`config.mk`:
```
export PLATFORM = sky130hd
export DESIGN_NAME = udp_port_demux_core_flat
export DESIGN_NICKNAME = d
export VERILOG_FILES = /design/src/rtl/udp_dmx_pkg.sv /design/src/rtl/udp_dmx_ifs.sv /design/src/rtl/udp_port_demux_core.sv /design/src/rtl/udp_dmx_fcell.sv /design/src/rtl/udp_dmx_scell.sv /design/src/flat_wrapper.sv
export SDC_FILE = /design/constraint.sdc
export NUM_CORES = 2
export LEC_CHECK = 0
export BUFFER_PORTS_ARGS = -buffer_cell sky130_fd_sc_hd__buf_2
export CORE_ASPECT_RATIO = 0.6
export CORE_UTILIZATION = 45
export DETAILED_ROUTE_END_ITERATION = 7
export PLACE_DENSITY_LB_ADDON = 0.2
export RECOVER_POWER = 50
export SLEW_MARGIN = 20
export SYNTH_ARGS = -nofsm -noshare
export SYNTH_HDL_FRONTEND = slang
export SYNTH_SLANG_ARGS = --single-unit
```
`constraint.sdc`:
```
create_clock -name clk -period 3.8 [get_ports clk]
set_input_delay 0.76 -clock clk [delete_from_list [all_inputs] [get_ports clk]]
set_output_delay 0.76 -clock clk [all_outputs]
set_load 0.005 [all_outputs]
```
`src/rtl/udp_dmx_pkg.sv`:
```
package udp_dmx_pkg;

	// defaults for the top-level parameters
	localparam int FILTER_ENTRIES_DEF = 16;
	localparam int SOCKET_ENTRIES_DEF = 16;
	localparam int QUEUE_LIMIT_DEF    = 2;

	// index and queue widths sized for the top of each parameter range (64 entries, limit 15)
	localparam int SIDX_W = 6;
	localparam int QCNT_W = 4;
	localparam int HITS_W = 16;

	typedef enum logic [2:0] {
		OP_DATAGRAM = 3'd0,
		OP_FILTER   = 3'd1,
		OP_BIND     = 3'd2,
		OP_CLOSE    = 3'd3,
		OP_CONSUME  = 3'd4
	} op_t;

	typedef enum logic [3:0] {
		D_FILTERED = 4'd0,
		D_HANDLER  = 4'd1,
		D_QUEUED   = 4'd2,
		D_BAD_LEN  = 4'd3,
		D_BAD_SUM  = 4'd4,
		D_NO_SOCK  = 4'd5,
		D_FULL     = 4'd6,
		D_DONE     = 4'd7,
		D_IN_USE   = 4'd8,
		D_EMPTY    = 4'd9,
		D_BOUND    = 4'd10
	} disp_t;

	typedef enum logic [1:0] {
		SC_QUEUE   = 2'd0,
		SC_DEQUEUE = 2'd1,
		SC_BIND    = 2'd2,
		SC_CLOSE   = 2'd3
	} sc_kind_t;

	// item fields broadcast to every cell while a token walks the row
	typedef struct packed {
		logic [SIDX_W-1:0] sidx;
		logic [15:0]       sport;
		logic [15:0]       dport;
		logic [31:0]       daddr;
	} probe_t;

	// token walking the filter row
	typedef struct packed {
		logic              vld;
		logic              any;
		logic [HITS_W-1:0] hits;
	} ftok_t;

	// token walking the socket row
	typedef struct packed {
		logic              vld;
		logic              found;
		logic [SIDX_W-1:0] sel;
		logic              handler;
		logic [QCNT_W-1:0] selq;
		logic              in_use;
		logic              a_used;
		logic              a_portnz;
		logic [QCNT_W-1:0] a_q;
	} stok_t;

	typedef struct packed {
		logic              en;
		logic [SIDX_W-1:0] idx;
		logic              used;
		logic [15:0]       src;
		logic [15:0]       dst;
	} fcmd_t;

	typedef struct packed {
		logic              en;
		sc_kind_t          kind;
		logic [SIDX_W-1:0] idx;
		logic [15:0]       port;
		logic [31:0]       addr;
		logic              handler;
	} scmd_t;

endpackage

```
`src/rtl/udp_dmx_ifs.sv`:
```
interface udp_dmx_req_if;
	logic        valid;
	logic        ready;
	logic [2:0]  operation;
	logic [3:0]  entry_index;
	logic [15:0] source_port;
	logic [15:0] dest_port;
	logic [31:0] dest_address;
	logic [15:0] packet_length;
	logic [15:0] udp_length;
	logic        checksum_failed;
	logic        has_handler;
	logic        entry_valid;

	modport source (
		output valid, operation, entry_index, source_port, dest_port, dest_address,
			packet_length, udp_length, checksum_failed, has_handler, entry_valid,
		input ready
	);
	modport sink (
		input valid, operation, entry_index, source_port, dest_port, dest_address,
			packet_length, udp_length, checksum_failed, has_handler, entry_valid,
		output ready
	);
endinterface

interface udp_dmx_rsp_if;
	logic        valid;
	logic        ready;
	logic [3:0]  disposition;
	logic [15:0] filter_hits;
	logic [3:0]  socket_index;
	logic [1:0]  queue_count;
	logic [31:0] received_count;
	logic [31:0] dropped_count;

	modport source (
		output valid, disposition, filter_hits, socket_index, queue_count,
			received_count, dropped_count,
		input ready
	);
	modport sink (
		input valid, disposition, filter_hits, socket_index, queue_count,
			received_count, dropped_count,
		output ready
	);
endinterface

```
`src/rtl/udp_port_demux_core.sv`:
```
// channel  dir  handshake       payload
// req      in   valid / ready   operation, entry index, ports, address, lengths, flags
// rsp      out  valid / ready   disposition, filter hits, socket index, queue count, totals
// cfg      in   cfg_we only     check_enable in cfg_wdata
//
// one item at a time: the next accept waits for the token walking the longer cell row
// to reach the row end and for the item to be retired
// arst_n clears both tables, the totals and check_enable to 1
// a new item is taken while the previous result still waits in the rsp register
// a stalled rsp holds the finished item in its final step until the register frees
module udp_port_demux_core #(
	parameter int FILTER_ENTRIES = udp_dmx_pkg::FILTER_ENTRIES_DEF,
	parameter int SOCKET_ENTRIES = udp_dmx_pkg::SOCKET_ENTRIES_DEF,
	parameter int QUEUE_LIMIT    = udp_dmx_pkg::QUEUE_LIMIT_DEF
) (
	input  logic                clk,
	input  logic                arst_n,
	udp_dmx_req_if.sink         req,
	udp_dmx_rsp_if.source       rsp,
	input  logic                cfg_we,
	input  logic                cfg_wdata
);
	import udp_dmx_pkg::*;

	typedef enum logic [1:0] {
		ST_IDLE,
		ST_SCAN,
		ST_FIN
	} state_t;

	state_t state_q;

	// item held for the whole walk
	op_t         op_q;
	logic [3:0]  idx_q;
	logic [15:0] sport_q;
	logic [15:0] dport_q;
	logic [31:0] daddr_q;
	logic        len_bad_q;
	logic        sum_bad_q;
	logic        handler_q;
	logic        evalid_q;

	logic        check_q;
	logic        start_q;
	logic        f_got_q;
	logic        s_got_q;
	ftok_t       f_res_q;
	stok_t       s_res_q;
	logic [31:0] rx_q;
	logic [31:0] drop_q;

	// result register
	logic        out_vld_q;
	disp_t       disp_q;
	logic [15:0] hits_q;
	logic [3:0]  sidx_q;
	logic [1:0]  qcnt_q;
	logic [31:0] rxo_q;
	logic [31:0] dropo_q;

	probe_t probe;
	ftok_t  f_head;
	stok_t  s_head;
	ftok_t  f_link [FILTER_ENTRIES];
	stok_t  s_link [SOCKET_ENTRIES];
	fcmd_t  fcmd;
	scmd_t  scmd;

	logic              accept;
	logic              go;
	logic              s_in_rng;
	disp_t             disp_nx;
	logic [HITS_W-1:0] hits_nx;
	logic [SIDX_W-1:0] sidx_nx;
	logic [QCNT_W-1:0] qcnt_nx;
	logic              drop_inc;
	logic              rx_inc;

	assign req.ready = state_q == ST_IDLE;
	assign accept    = req.valid && req.ready;
	assign go        = state_q == ST_FIN && (!out_vld_q || rsp.ready);
	assign s_in_rng  = 7'(idx_q) < 7'(SOCKET_ENTRIES);

	assign probe.sidx  = SIDX_W'(idx_q);
	assign probe.sport = sport_q;
	assign probe.dport = dport_q;
	assign probe.daddr = daddr_q;

	// a token enters both rows the cycle after accept
	always_comb begin
		f_head     = '0;
		f_head.vld = start_q;
		s_head     = '0;
		s_head.vld = start_q;
	end

	// filter row
	for (genvar k = 0; k < FILTER_ENTRIES; k++) begin : g_fcell
		if (k == 0) begin : g_head
			udp_dmx_fcell #(.FIDX(k)) u_cell (
				.clk(clk), .arst_n(arst_n), .probe(probe), .cmd(fcmd),
				.tin(f_head), .tout(f_link[k])
			);
		end else begin : g_body
			udp_dmx_fcell #(.FIDX(k)) u_cell (
				.clk(clk), .arst_n(arst_n), .probe(probe), .cmd(fcmd),
				.tin(f_link[k-1]), .tout(f_link[k])
			);
		end
	end

	// socket row, lowest index sees the token first
	for (genvar k = 0; k < SOCKET_ENTRIES; k++) begin : g_scell
		if (k == 0) begin : g_head
			udp_dmx_scell #(.SIDX(k), .QUEUE_LIMIT(QUEUE_LIMIT)) u_cell (
				.clk(clk), .arst_n(arst_n), .probe(probe), .cmd(scmd),
				.tin(s_head), .tout(s_link[k])
			);
		end else begin : g_body
			udp_dmx_scell #(.SIDX(k), .QUEUE_LIMIT(QUEUE_LIMIT)) u_cell (
				.clk(clk), .arst_n(arst_n), .probe(probe), .cmd(scmd),
				.tin(s_link[k-1]), .tout(s_link[k])
			);
		end
	end

	// final decision from the two collected tokens, plus the table update
	always_comb begin
		disp_nx  = D_DONE;
		hits_nx  = '0;
		sidx_nx  = '0;
		qcnt_nx  = '0;
		drop_inc = 1'b0;
		rx_inc   = 1'b0;
		fcmd     = '0;
		scmd     = '0;
		fcmd.idx = SIDX_W'(idx_q);
		fcmd.used = evalid_q;
		fcmd.src  = sport_q;
		fcmd.dst  = dport_q;
		scmd.idx  = SIDX_W'(idx_q);
		scmd.kind = SC_CLOSE;
		scmd.port = dport_q;
		scmd.addr = daddr_q;
		scmd.handler = handler_q;
		unique case (op_q)
			OP_DATAGRAM: begin
				rx_inc = 1'b1;
				if (len_bad_q) begin
					drop_inc = 1'b1;
					disp_nx  = D_BAD_LEN;
				end else if (check_q && sum_bad_q) begin
					drop_inc = 1'b1;
					disp_nx  = D_BAD_SUM;
				end else if (f_res_q.any) begin
					disp_nx = D_FILTERED;
					hits_nx = f_res_q.hits;
				end else if (!s_res_q.found) begin
					drop_inc = 1'b1;
					disp_nx  = D_NO_SOCK;
				end else begin
					sidx_nx = s_res_q.sel;
					qcnt_nx = s_res_q.selq;
					if (s_res_q.handler) begin
						disp_nx = D_HANDLER;
					end else if (s_res_q.selq < QCNT_W'(QUEUE_LIMIT)) begin
						disp_nx   = D_QUEUED;
						qcnt_nx   = s_res_q.selq + QCNT_W'(1);
						scmd.en   = 1'b1;
						scmd.kind = SC_QUEUE;
						scmd.idx  = s_res_q.sel;
					end else begin
						disp_nx = D_FULL;
					end
				end
			end
			OP_FILTER: begin
				// out-of-range entries match no cell
				fcmd.en = 1'b1;
			end
			OP_BIND: begin
				sidx_nx = SIDX_W'(idx_q);
				if (!s_in_rng) begin
					disp_nx = D_NO_SOCK;
				end else begin
					qcnt_nx = s_res_q.a_q;
					if (s_res_q.in_use) begin
						disp_nx = D_IN_USE;
					end else if (s_res_q.a_used && s_res_q.a_portnz) begin
						disp_nx = D_BOUND;
					end else begin
						scmd.en   = 1'b1;
						scmd.kind = SC_BIND;
					end
				end
			end
			OP_CLOSE: begin
				sidx_nx   = SIDX_W'(idx_q);
				scmd.en   = 1'b1;
				scmd.kind = SC_CLOSE;
			end
			OP_CONSUME: begin
				sidx_nx = SIDX_W'(idx_q);
				qcnt_nx = s_res_q.a_q;
				if (s_in_rng && s_res_q.a_used && s_res_q.a_q != '0) begin
					qcnt_nx   = s_res_q.a_q - QCNT_W'(1);
					scmd.en   = 1'b1;
					scmd.kind = SC_DEQUEUE;
				end else begin
					disp_nx = D_EMPTY;
				end
			end
			default: begin
				disp_nx = D_DONE;
			end
		endcase
		if (!go) begin
			fcmd.en = 1'b0;
			scmd.en = 1'b0;
		end
	end

	// item capture, payload only
	always_ff @(posedge clk) begin
		if (accept) begin
			op_q      <= op_t'(req.operation);
			idx_q     <= req.entry_index;
			sport_q   <= req.source_port;
			dport_q   <= req.dest_port;
			daddr_q   <= req.dest_address;
			len_bad_q <= req.packet_length != req.udp_length;
			sum_bad_q <= req.checksum_failed;
			handler_q <= req.has_handler;
			evalid_q  <= req.entry_valid;
		end
	end

	// sequencer, collected tokens, totals and result register
	always_ff @(posedge clk or negedge arst_n) begin
		if (!arst_n) begin
			state_q   <= ST_IDLE;
			check_q   <= 1'b1;
			start_q   <= 1'b0;
			f_got_q   <= 1'b0;
			s_got_q   <= 1'b0;
			f_res_q   <= '0;
			s_res_q   <= '0;
			rx_q      <= '0;
			drop_q    <= '0;
			out_vld_q <= 1'b0;
			disp_q    <= D_DONE;
			hits_q    <= '0;
			sidx_q    <= '0;
			qcnt_q    <= '0;
			rxo_q     <= '0;
			dropo_q   <= '0;
		end else begin
			if (cfg_we)
				check_q <= cfg_wdata;
			start_q <= accept;
			if (rsp.ready)
				out_vld_q <= 1'b0;
			if (f_link[FILTER_ENTRIES-1].vld) begin
				f_res_q <= f_link[FILTER_ENTRIES-1];
				f_got_q <= 1'b1;
			end
			if (s_link[SOCKET_ENTRIES-1].vld) begin
				s_res_q <= s_link[SOCKET_ENTRIES-1];
				s_got_q <= 1'b1;
			end
			unique case (state_q)
				ST_IDLE: begin
					if (accept)
						state_q <= ST_SCAN;
				end
				ST_SCAN: begin
					if (f_got_q && s_got_q)
						state_q <= ST_FIN;
				end
				ST_FIN: begin
					if (go) begin
						state_q   <= ST_IDLE;
						f_got_q   <= 1'b0;
						s_got_q   <= 1'b0;
						rx_q      <= rx_q + 32'(rx_inc);
						drop_q    <= drop_q + 32'(drop_inc);
						out_vld_q <= 1'b1;
						disp_q    <= disp_nx;
						hits_q    <= hits_nx;
						sidx_q    <= sidx_nx[3:0];
						qcnt_q    <= qcnt_nx[1:0];
						rxo_q     <= rx_q + 32'(rx_inc);
						dropo_q   <= drop_q + 32'(drop_inc);
					end
				end
				default: begin
					state_q <= ST_IDLE;
				end
			endcase
		end
	end

	assign rsp.valid          = out_vld_q;
	assign rsp.disposition    = disp_q;
	assign rsp.filter_hits    = hits_q;
	assign rsp.socket_index   = sidx_q;
	assign rsp.queue_count    = qcnt_q;
	assign rsp.received_count = rxo_q;
	assign rsp.dropped_count  = dropo_q;

	// one token per item reaches the end of each row
	a_ftail_once: assert property (@(posedge clk) disable iff (!arst_n)
		f_link[FILTER_ENTRIES-1].vld |-> !f_got_q && state_q == ST_SCAN)
		else $error("filter token arrived twice or outside a scan");

	a_stail_once: assert property (@(posedge clk) disable iff (!arst_n)
		s_link[SOCKET_ENTRIES-1].vld |-> !s_got_q && state_q == ST_SCAN)
		else $error("socket token arrived twice or outside a scan");

	// a fresh result is loaded only by the final step
	a_rsp_from_fin: assert property (@(posedge clk) disable iff (!arst_n)
		$rose(out_vld_q) |-> $past(state_q == ST_FIN))
		else $error("result loaded without a finished item");

	// tables change only while an item is being retired
	a_upd_in_fin: assert property (@(posedge clk) disable iff (!arst_n)
		(fcmd.en || scmd.en) |-> state_q == ST_FIN && !(fcmd.en && scmd.en))
		else $error("table update outside the final step");

endmodule

```
`src/rtl/udp_dmx_fcell.sv`:
```
module udp_dmx_fcell #(
	parameter int FIDX = 0
) (
	input  logic                 clk,
	input  logic                 arst_n,
	input  udp_dmx_pkg::probe_t  probe,
	input  udp_dmx_pkg::fcmd_t   cmd,
	input  udp_dmx_pkg::ftok_t   tin,
	output udp_dmx_pkg::ftok_t   tout
);
	import udp_dmx_pkg::*;

	logic        used_q;
	logic [15:0] src_q;
	logic [15:0] dst_q;
	ftok_t       tok_q;
	ftok_t       tnx;
	logic        match;

	assign match = used_q
		&& (src_q == 16'd0 || src_q == probe.sport)
		&& (dst_q == 16'd0 || dst_q == probe.dport);

	always_comb begin
		tnx      = tin;
		tnx.any  = tin.any | match;
		// entries past the mask width still count in any
		tnx.hits = tin.hits | (HITS_W'(match) << FIDX);
	end

	always_ff @(posedge clk or negedge arst_n) begin
		if (!arst_n) begin
			used_q <= 1'b0;
			src_q  <= '0;
			dst_q  <= '0;
			tok_q  <= '0;
		end else begin
			tok_q <= tnx;
			if (cmd.en && cmd.idx == SIDX_W'(FIDX)) begin
				used_q <= cmd.used;
				if (cmd.used) begin
					src_q <= cmd.src;
					dst_q <= cmd.dst;
				end
			end
		end
	end

	assign tout = tok_q;

endmodule

```
`src/rtl/udp_dmx_scell.sv`:
```
module udp_dmx_scell #(
	parameter int SIDX        = 0,
	parameter int QUEUE_LIMIT = 2
) (
	input  logic                 clk,
	input  logic                 arst_n,
	input  udp_dmx_pkg::probe_t  probe,
	input  udp_dmx_pkg::scmd_t   cmd,
	input  udp_dmx_pkg::stok_t   tin,
	output udp_dmx_pkg::stok_t   tout
);
	import udp_dmx_pkg::*;

	localparam int QW = $clog2(QUEUE_LIMIT + 1);

	logic          used_q;
	logic [15:0]   port_q;
	logic [31:0]   addr_q;
	logic          handler_q;
	logic [QW-1:0] queue_q;
	stok_t         tok_q;
	stok_t         tnx;
	logic          port_eq;
	logic          hit;

	assign port_eq = used_q && port_q == probe.dport;
	assign hit     = port_eq && (addr_q == 32'd0 || addr_q == probe.daddr);

	always_comb begin
		tnx        = tin;
		tnx.in_use = tin.in_use | port_eq;
		// first match along the row wins
		if (hit && !tin.found) begin
			tnx.found   = 1'b1;
			tnx.sel     = SIDX_W'(SIDX);
			tnx.handler = handler_q;
			tnx.selq    = QCNT_W'(queue_q);
		end
		if (probe.sidx == SIDX_W'(SIDX)) begin
			tnx.a_used   = used_q;
			tnx.a_portnz = port_q != 16'd0;
			tnx.a_q      = QCNT_W'(queue_q);
		end
	end

	always_ff @(posedge clk or negedge arst_n) begin
		if (!arst_n) begin
			used_q    <= 1'b0;
			port_q    <= '0;
			addr_q    <= '0;
			handler_q <= 1'b0;
			queue_q   <= '0;
			tok_q     <= '0;
		end else begin
			tok_q <= tnx;
			if (cmd.en && cmd.idx == SIDX_W'(SIDX)) begin
				unique case (cmd.kind)
					SC_QUEUE: begin
						queue_q <= queue_q + QW'(1);
					end
					SC_DEQUEUE: begin
						queue_q <= queue_q - QW'(1);
					end
					SC_BIND: begin
						// fresh entry starts clear; reuse keeps address if none given
						used_q    <= 1'b1;
						port_q    <= cmd.port;
						handler_q <= cmd.handler;
						if (cmd.addr != 32'd0)
							addr_q <= cmd.addr;
						else if (!used_q)
							addr_q <= '0;
						if (!used_q)
							queue_q <= '0;
					end
					SC_CLOSE: begin
						used_q    <= 1'b0;
						port_q    <= '0;
						addr_q    <= '0;
						handler_q <= 1'b0;
						queue_q   <= '0;
					end
					default: begin
						queue_q <= queue_q;
					end
				endcase
			end
		end
	end

	assign tout = tok_q;

endmodule

```
`src/flat_wrapper.sv`:
```
// flat-port wrapper written by rule: the top's interface ports become plain ports
module udp_port_demux_core_flat import udp_dmx_pkg::*;
#(
	parameter int FILTER_ENTRIES = udp_dmx_pkg::FILTER_ENTRIES_DEF,
	parameter int SOCKET_ENTRIES = udp_dmx_pkg::SOCKET_ENTRIES_DEF,
	parameter int QUEUE_LIMIT    = udp_dmx_pkg::QUEUE_LIMIT_DEF
)
  (clk, arst_n, cfg_we, cfg_wdata, req_valid, req_operation, req_entry_index, req_source_port, req_dest_port, req_dest_address, req_packet_length, req_udp_length, req_checksum_failed, req_has_handler, req_entry_valid, req_ready, rsp_valid, rsp_disposition, rsp_filter_hits, rsp_socket_index, rsp_queue_count, rsp_received_count, rsp_dropped_count, rsp_ready);
  udp_dmx_req_if req_i ();
  udp_dmx_rsp_if rsp_i ();
  input  logic clk;
  input  logic arst_n;
  input  logic cfg_we;
  input  logic cfg_wdata;
  input wire logic [$bits(req_i.valid)-1:0] req_valid;
  input wire logic [$bits(req_i.operation)-1:0] req_operation;
  input wire logic [$bits(req_i.entry_index)-1:0] req_entry_index;
  input wire logic [$bits(req_i.source_port)-1:0] req_source_port;
  input wire logic [$bits(req_i.dest_port)-1:0] req_dest_port;
  input wire logic [$bits(req_i.dest_address)-1:0] req_dest_address;
  input wire logic [$bits(req_i.packet_length)-1:0] req_packet_length;
  input wire logic [$bits(req_i.udp_length)-1:0] req_udp_length;
  input wire logic [$bits(req_i.checksum_failed)-1:0] req_checksum_failed;
  input wire logic [$bits(req_i.has_handler)-1:0] req_has_handler;
  input wire logic [$bits(req_i.entry_valid)-1:0] req_entry_valid;
  output wire logic [$bits(req_i.ready)-1:0] req_ready;
  output wire logic [$bits(rsp_i.valid)-1:0] rsp_valid;
  output wire logic [$bits(rsp_i.disposition)-1:0] rsp_disposition;
  output wire logic [$bits(rsp_i.filter_hits)-1:0] rsp_filter_hits;
  output wire logic [$bits(rsp_i.socket_index)-1:0] rsp_socket_index;
  output wire logic [$bits(rsp_i.queue_count)-1:0] rsp_queue_count;
  output wire logic [$bits(rsp_i.received_count)-1:0] rsp_received_count;
  output wire logic [$bits(rsp_i.dropped_count)-1:0] rsp_dropped_count;
  input wire logic [$bits(rsp_i.ready)-1:0] rsp_ready;
  assign req_i.valid = req_valid;
  assign req_i.operation = req_operation;
  assign req_i.entry_index = req_entry_index;
  assign req_i.source_port = req_source_port;
  assign req_i.dest_port = req_dest_port;
  assign req_i.dest_address = req_dest_address;
  assign req_i.packet_length = req_packet_length;
  assign req_i.udp_length = req_udp_length;
  assign req_i.checksum_failed = req_checksum_failed;
  assign req_i.has_handler = req_has_handler;
  assign req_i.entry_valid = req_entry_valid;
  assign req_ready = req_i.ready;
  assign rsp_valid = rsp_i.valid;
  assign rsp_disposition = rsp_i.disposition;
  assign rsp_filter_hits = rsp_i.filter_hits;
  assign rsp_socket_index = rsp_i.socket_index;
  assign rsp_queue_count = rsp_i.queue_count;
  assign rsp_received_count = rsp_i.received_count;
  assign rsp_dropped_count = rsp_i.dropped_count;
  assign rsp_i.ready = rsp_ready;
  udp_port_demux_core #(.FILTER_ENTRIES(FILTER_ENTRIES), .SOCKET_ENTRIES(SOCKET_ENTRIES), .QUEUE_LIMIT(QUEUE_LIMIT)) u_core (.clk(clk), .arst_n(arst_n), .req(req_i), .rsp(rsp_i), .cfg_we(cfg_we), .cfg_wdata(cfg_wdata));
endmodule
```
==> impl_metrics.tcl <==
set metrics [dict create \
    number_of_endpoints_failing_setup_at_the_final_stage 0 \
    synthDistinctLibCells 71 \
    largest_net_degree_at_the_start_of_global_routing 152 \
    synth_area_leader_cell "dfrtp_1" \
    worst_hold_path_type "primary input to flip-flop" \
    rsz0062_at_grt "no" \
    postSynthRegisterBits 1922 \
    avgSynthCellArea_um2 11.49 \
    route.detailed.drc 0 \
    postRouteAntennaNets 0 \
    dieHeight_um 343.7 \
    fin_worst_skew_ns 0.06324 \
    worst_r2r_startpoint "u_core.daddr_q[5]" \
    gp_congestion 0.9589 \
    timing.critical_path.fanout_max 34 \
    worstHoldStart "req_source_port[7]" \
    synth_edf_count 75 \
    fin_tns_setup_ns 0 \
    critical_path.most_common_cell "buf_4" \
    clock_tree.root_cell "clkbuf_16" \
    synthesized_nets 7739 \
    drt-initial-drc-count 6615 \
    switching_share_pct 29.54 \
    via_count 61780 \
    number_of_antenna_violations_at_the_first_check_in_global_routing 17 \
    wire_length_of_the_first_global_routing_pass_mm 416.3 \
    power.internal_uw 35780 \
    violated_checks "capacitance limit, slew limit" \
    core_region_area_mm2 0.1919 \
    yosysWarnings 0 \
    synth_largest_type_area_fraction_pct 52.67 \
    die_x_um 571.5 \
    drt_wl_total_mm 283.4 \
    leakagePower_uw 0.04536 \
    pwr_density_cell_mw_per_mm2 511.7 \
    req_time_crit_path_ns 4.51 \
    worst_setup_path_start_kind "flip-flop" \
    core_rows 124 \
    max_slew.worst_pin.slew_ns 2.687 \
    clk_path_buf_depth 4 \
    p_comb_share_pct 16.8 \
    grt_use_met2_pct 36.89 \
    syn_inst 7621 \
    final_max_slew_viol_count 117 \
    share_seq_of_total_power_pct 44.8 \
    finalHoldViolCount 0 \
    drt-pass1-iter-count 6 \
    final_cell_count_no_fill 10580 \
    synth_async_sr_flop_share_pct 96.10 \
    postCtsSetupRepairBufs 0 \
    synth_seq_area_share_pct 55.37 \
    mostFrequentLayoutCells "dfrtp_1, nand2_1, mux2_2" \
    setup.worst_path.start "u_core.daddr_q[5]" \
    worst_setup_hold_path_clk_slew_ns 0.06 \
    post_cts.resized_instances 0 \
    run_status "finished with violations" \
    fp.dieArea_mm2 0.1964 \
    timing.max_slew.rel_slack_pct -79.12 \
    max_clock_freq_mhz 270.5 \
    viasPerCell 5.839 \
    floorplan.initialDensity_pct 45.62 \
    net-switching-power_uw 15000 \
    min_path_cells 1 \
    cts_tree "yes" \
    areaGrowthSynthToFinish_pct 13.34 \
    fin_crit_ns 3.697 \
    postSynth.topFlopCell "dfrtp_1" \
    worst_setup_path_end_kind "flip-flop" \
    worst_r2r_path_depth 9 \
    timing.critical_path.slowest_cell_delay_ns 0.64 \
    ctsHtreeMaxLevel 4 \
    grt-ovfl-total 0 \
    io-pin-count 204 \
    critical_path_class "flip-flop to flip-flop" \
    period_utilisation_layout_pct 97.29 \
    vdd.ir_drop.worst_v 0.0003448 \
    final_nets 7958 \
    max_capacitance_violation_count 3 \
    cts.sinks 1922 \
    netlist_top_cells_area "dfrtp_1, mux2_2, xnor2_1" \
    most_common_cell_after_layout_fill_and_taps_aside "dfrtp_1" \
    syn_area_mm2 0.08756 \
    worst_ep_arrival_ns 4.41 \
    crit_family "simple AND/OR/NAND/NOR gates" \
    dp.cells 10230 \
    crit_chain "buf_16, nor4_1, nand4_1, or2_1, buf_4, o311ai_4, buf_4, nand2_1, o21ai_1" \
    critical-path-slowest-cell "edfxtp_1" \
    routed_wire_length_per_instance_um 26.78 \
    grt_usage_pct 28.73 \
    cp.depth 9 \
    detailed_place_hpwl_mm 196.7 \
    layout-drive-gt1-share_pct 20.92 \
    grt_util_met1_pct 46.35 \
    place.port_buffers 203 \
    global_route.usage.met3_pct 9.179 \
    busiest_metal_layer_after_global_routing "met1" \
    worstSkewPairLatency_ns 0.86 \
    critPathBufInv 3 \
    clkPwrFrac_pct 38.4 \
    grt_pass1_vias 59760 \
    cts_buffers 189 \
]
[power groups by stage]
| stage | Clock, µW | Sequential, µW | Combinational [µW] |
|---|---|---|---|
| finish | 19500 | 22700 | 8540 |
| global route | 20700 | 22800 | 9030 |
| CTS | 19800 | 22700 | 8450 |
| detailed placement | 0 | 23100 | 8410 |
| global placement | 0 | 23000 | 8340 |
| floorplan | 0 | 22400 | 4890 |
[registers in the layout, summed over array words and instances, names as in the netlist, 17 cells and up]
| name | cells |
|---|---|
| u_core.rx_q | 32 |
| u_core.drop_q | 32 |
| u_core.g_fcell.g_body.u_cell.src_q | 240 |
| u_core.g_scell.g_body.u_cell.queue_q | 30 |
| u_core.g_fcell.g_body.u_cell.tout | 165 |
| u_core.g_scell.g_head.u_cell.addr_q | 32 |
| u_core.f_res_q | 17 |
| u_core.g_scell.g_body.u_cell.port_q | 240 |
| u_core.g_scell.g_body.u_cell.tout | 184 |
| u_core.g_fcell.g_body.u_cell.dst_q | 240 |
| u_core.g_scell.g_body.u_cell.addr_q | 480 |
| u_core.daddr_q | 32 |
[layer usage]
layer	part of all wire [%]	vias up	wire length, µm
li1	-	26950	-
met1	49	31840	138900
met2	38	2648	108300
met3	11	338	31580
met4	1.6	2	4602
met5	0.0035	-	10
[Yosys cell counts, types with 5 or more instances]
| cell type | count |
|---|---|
| inv_1 | 48 |
| clkbuf_1 | 267 |
| a221oi_1 | 19 |
| xor2_1 | 653 |
| buf_2 | 192 |
| o21ai_1 | 46 |
| a21o_1 | 12 |
| nand3_1 | 54 |
| mux2i_4 | 5 |
| xnor2_1 | 720 |
| mux2i_1 | 6 |
| nor3_2 | 7 |
| edfxtp_1 | 75 |
| or2_2 | 50 |
| buf_1 | 47 |
| nor2_1 | 101 |
| o311ai_4 | 10 |
| nand4_1 | 285 |
| mux2_2 | 746 |
| nor4_1 | 525 |
| o21bai_1 | 11 |
| a22o_1 | 16 |
| dfrtp_1 | 1843 |
| and4_1 | 21 |
| or4_1 | 11 |
| buf_4 | 17 |
| nor2b_1 | 22 |
| o2111ai_1 | 6 |
| ha_1 | 6 |
| and3_1 | 20 |
| o21ai_0 | 658 |
| and2_1 | 46 |
| nand2b_1 | 38 |
| nor3_1 | 52 |
| mux2_1 | 19 |
| nand2_1 | 852 |
| a21oi_1 | 50 |
[per-stage QoR]
step / setup WS (ns) / hold WS [ns] / utilization, % / area [µm²] / power, µW
2_1_floorplan: 0.8328 / 0.3312 / - / 87560 / 27290
3_3_place_gp: 0.1856 / 0.3313 / 48.49 / 93060 / 31390
3_5_place_dp: 0.3212 / 0.3347 / 48.51 / 93090 / 31470
4_1_cts: 0.2978 / 0.02765 / 51.81 / 99430 / 50970
5_1_grt: 0.1128 / 0.03984 / 51.70 / 99210 / 52510
6_report: 0.1029 / 0.08265 / 51.71 / 99240 / 50780
[path summary, 6_finish.rpt]
path | end | slack, ns
worst max-delay path | u_core.g_scell[9].g_body.u_cell.addr_q[26] | 0.10
max in group asynchronous | u_core.g_scell[3].g_body.u_cell.port_q[2] | 0.40
min in group asynchronous | u_core.g_scell[15].g_body.u_cell.addr_q[29] | 1.29
worst max register to register | u_core.g_scell[9].g_body.u_cell.addr_q[26] | 0.10
worst min-delay path | u_core.sport_q[7] | 0.08
worst min register to register | u_core.g_fcell[0].g_head.u_cell.tout[17] | 0.34
[repair_timing]
item	4_1_cts	5_1_grt
hold endpoints to repair	33	0
endpoints found under the setup margin	0	0
hold buffers	1	0
[cell type report]
cell class	count	area [µm²]
fill	16790	92680
sequential	1922	48480
multi-input combinational	5125	36760
clock buffer	271	5495
timing repair buffer	554	4237
tap	2583	3232
clock inverter	67	830.8
inverter	48	180.2
antenna	11	27.53
[worst reg2reg max path, stage by stage, from the launching register on]
cell      delay [ns]
edfxtp_1        0.64
buf_16          0.28
nor4_1          0.60
nand4_1         0.29
or2_1           0.47
buf_4           0.33
o311ai_4        0.32
buf_4           0.43
nand2_1         0.16
o21ai_1         0.09
[kinds of logic (layout without fill, tap and decap cells)]
kind of cell               count (synthesis)  count (layout)  share of synthesized area [%]
AOI/OAI and AO/OA                        864             864                          5.593
xor gates and xnor gates                1373            1373                          13.73
adders and majority gates                  6               6                        0.08574
buffers and inverters                    574             940                          2.834
DFF                                     1922            1922                          55.37
muxes                                    779             779                          10.08
other                                      0              11                              0
and+or+nand+nor                         2103            2103                          12.31
Note: power is estimated with default switching activity, not from simulation.
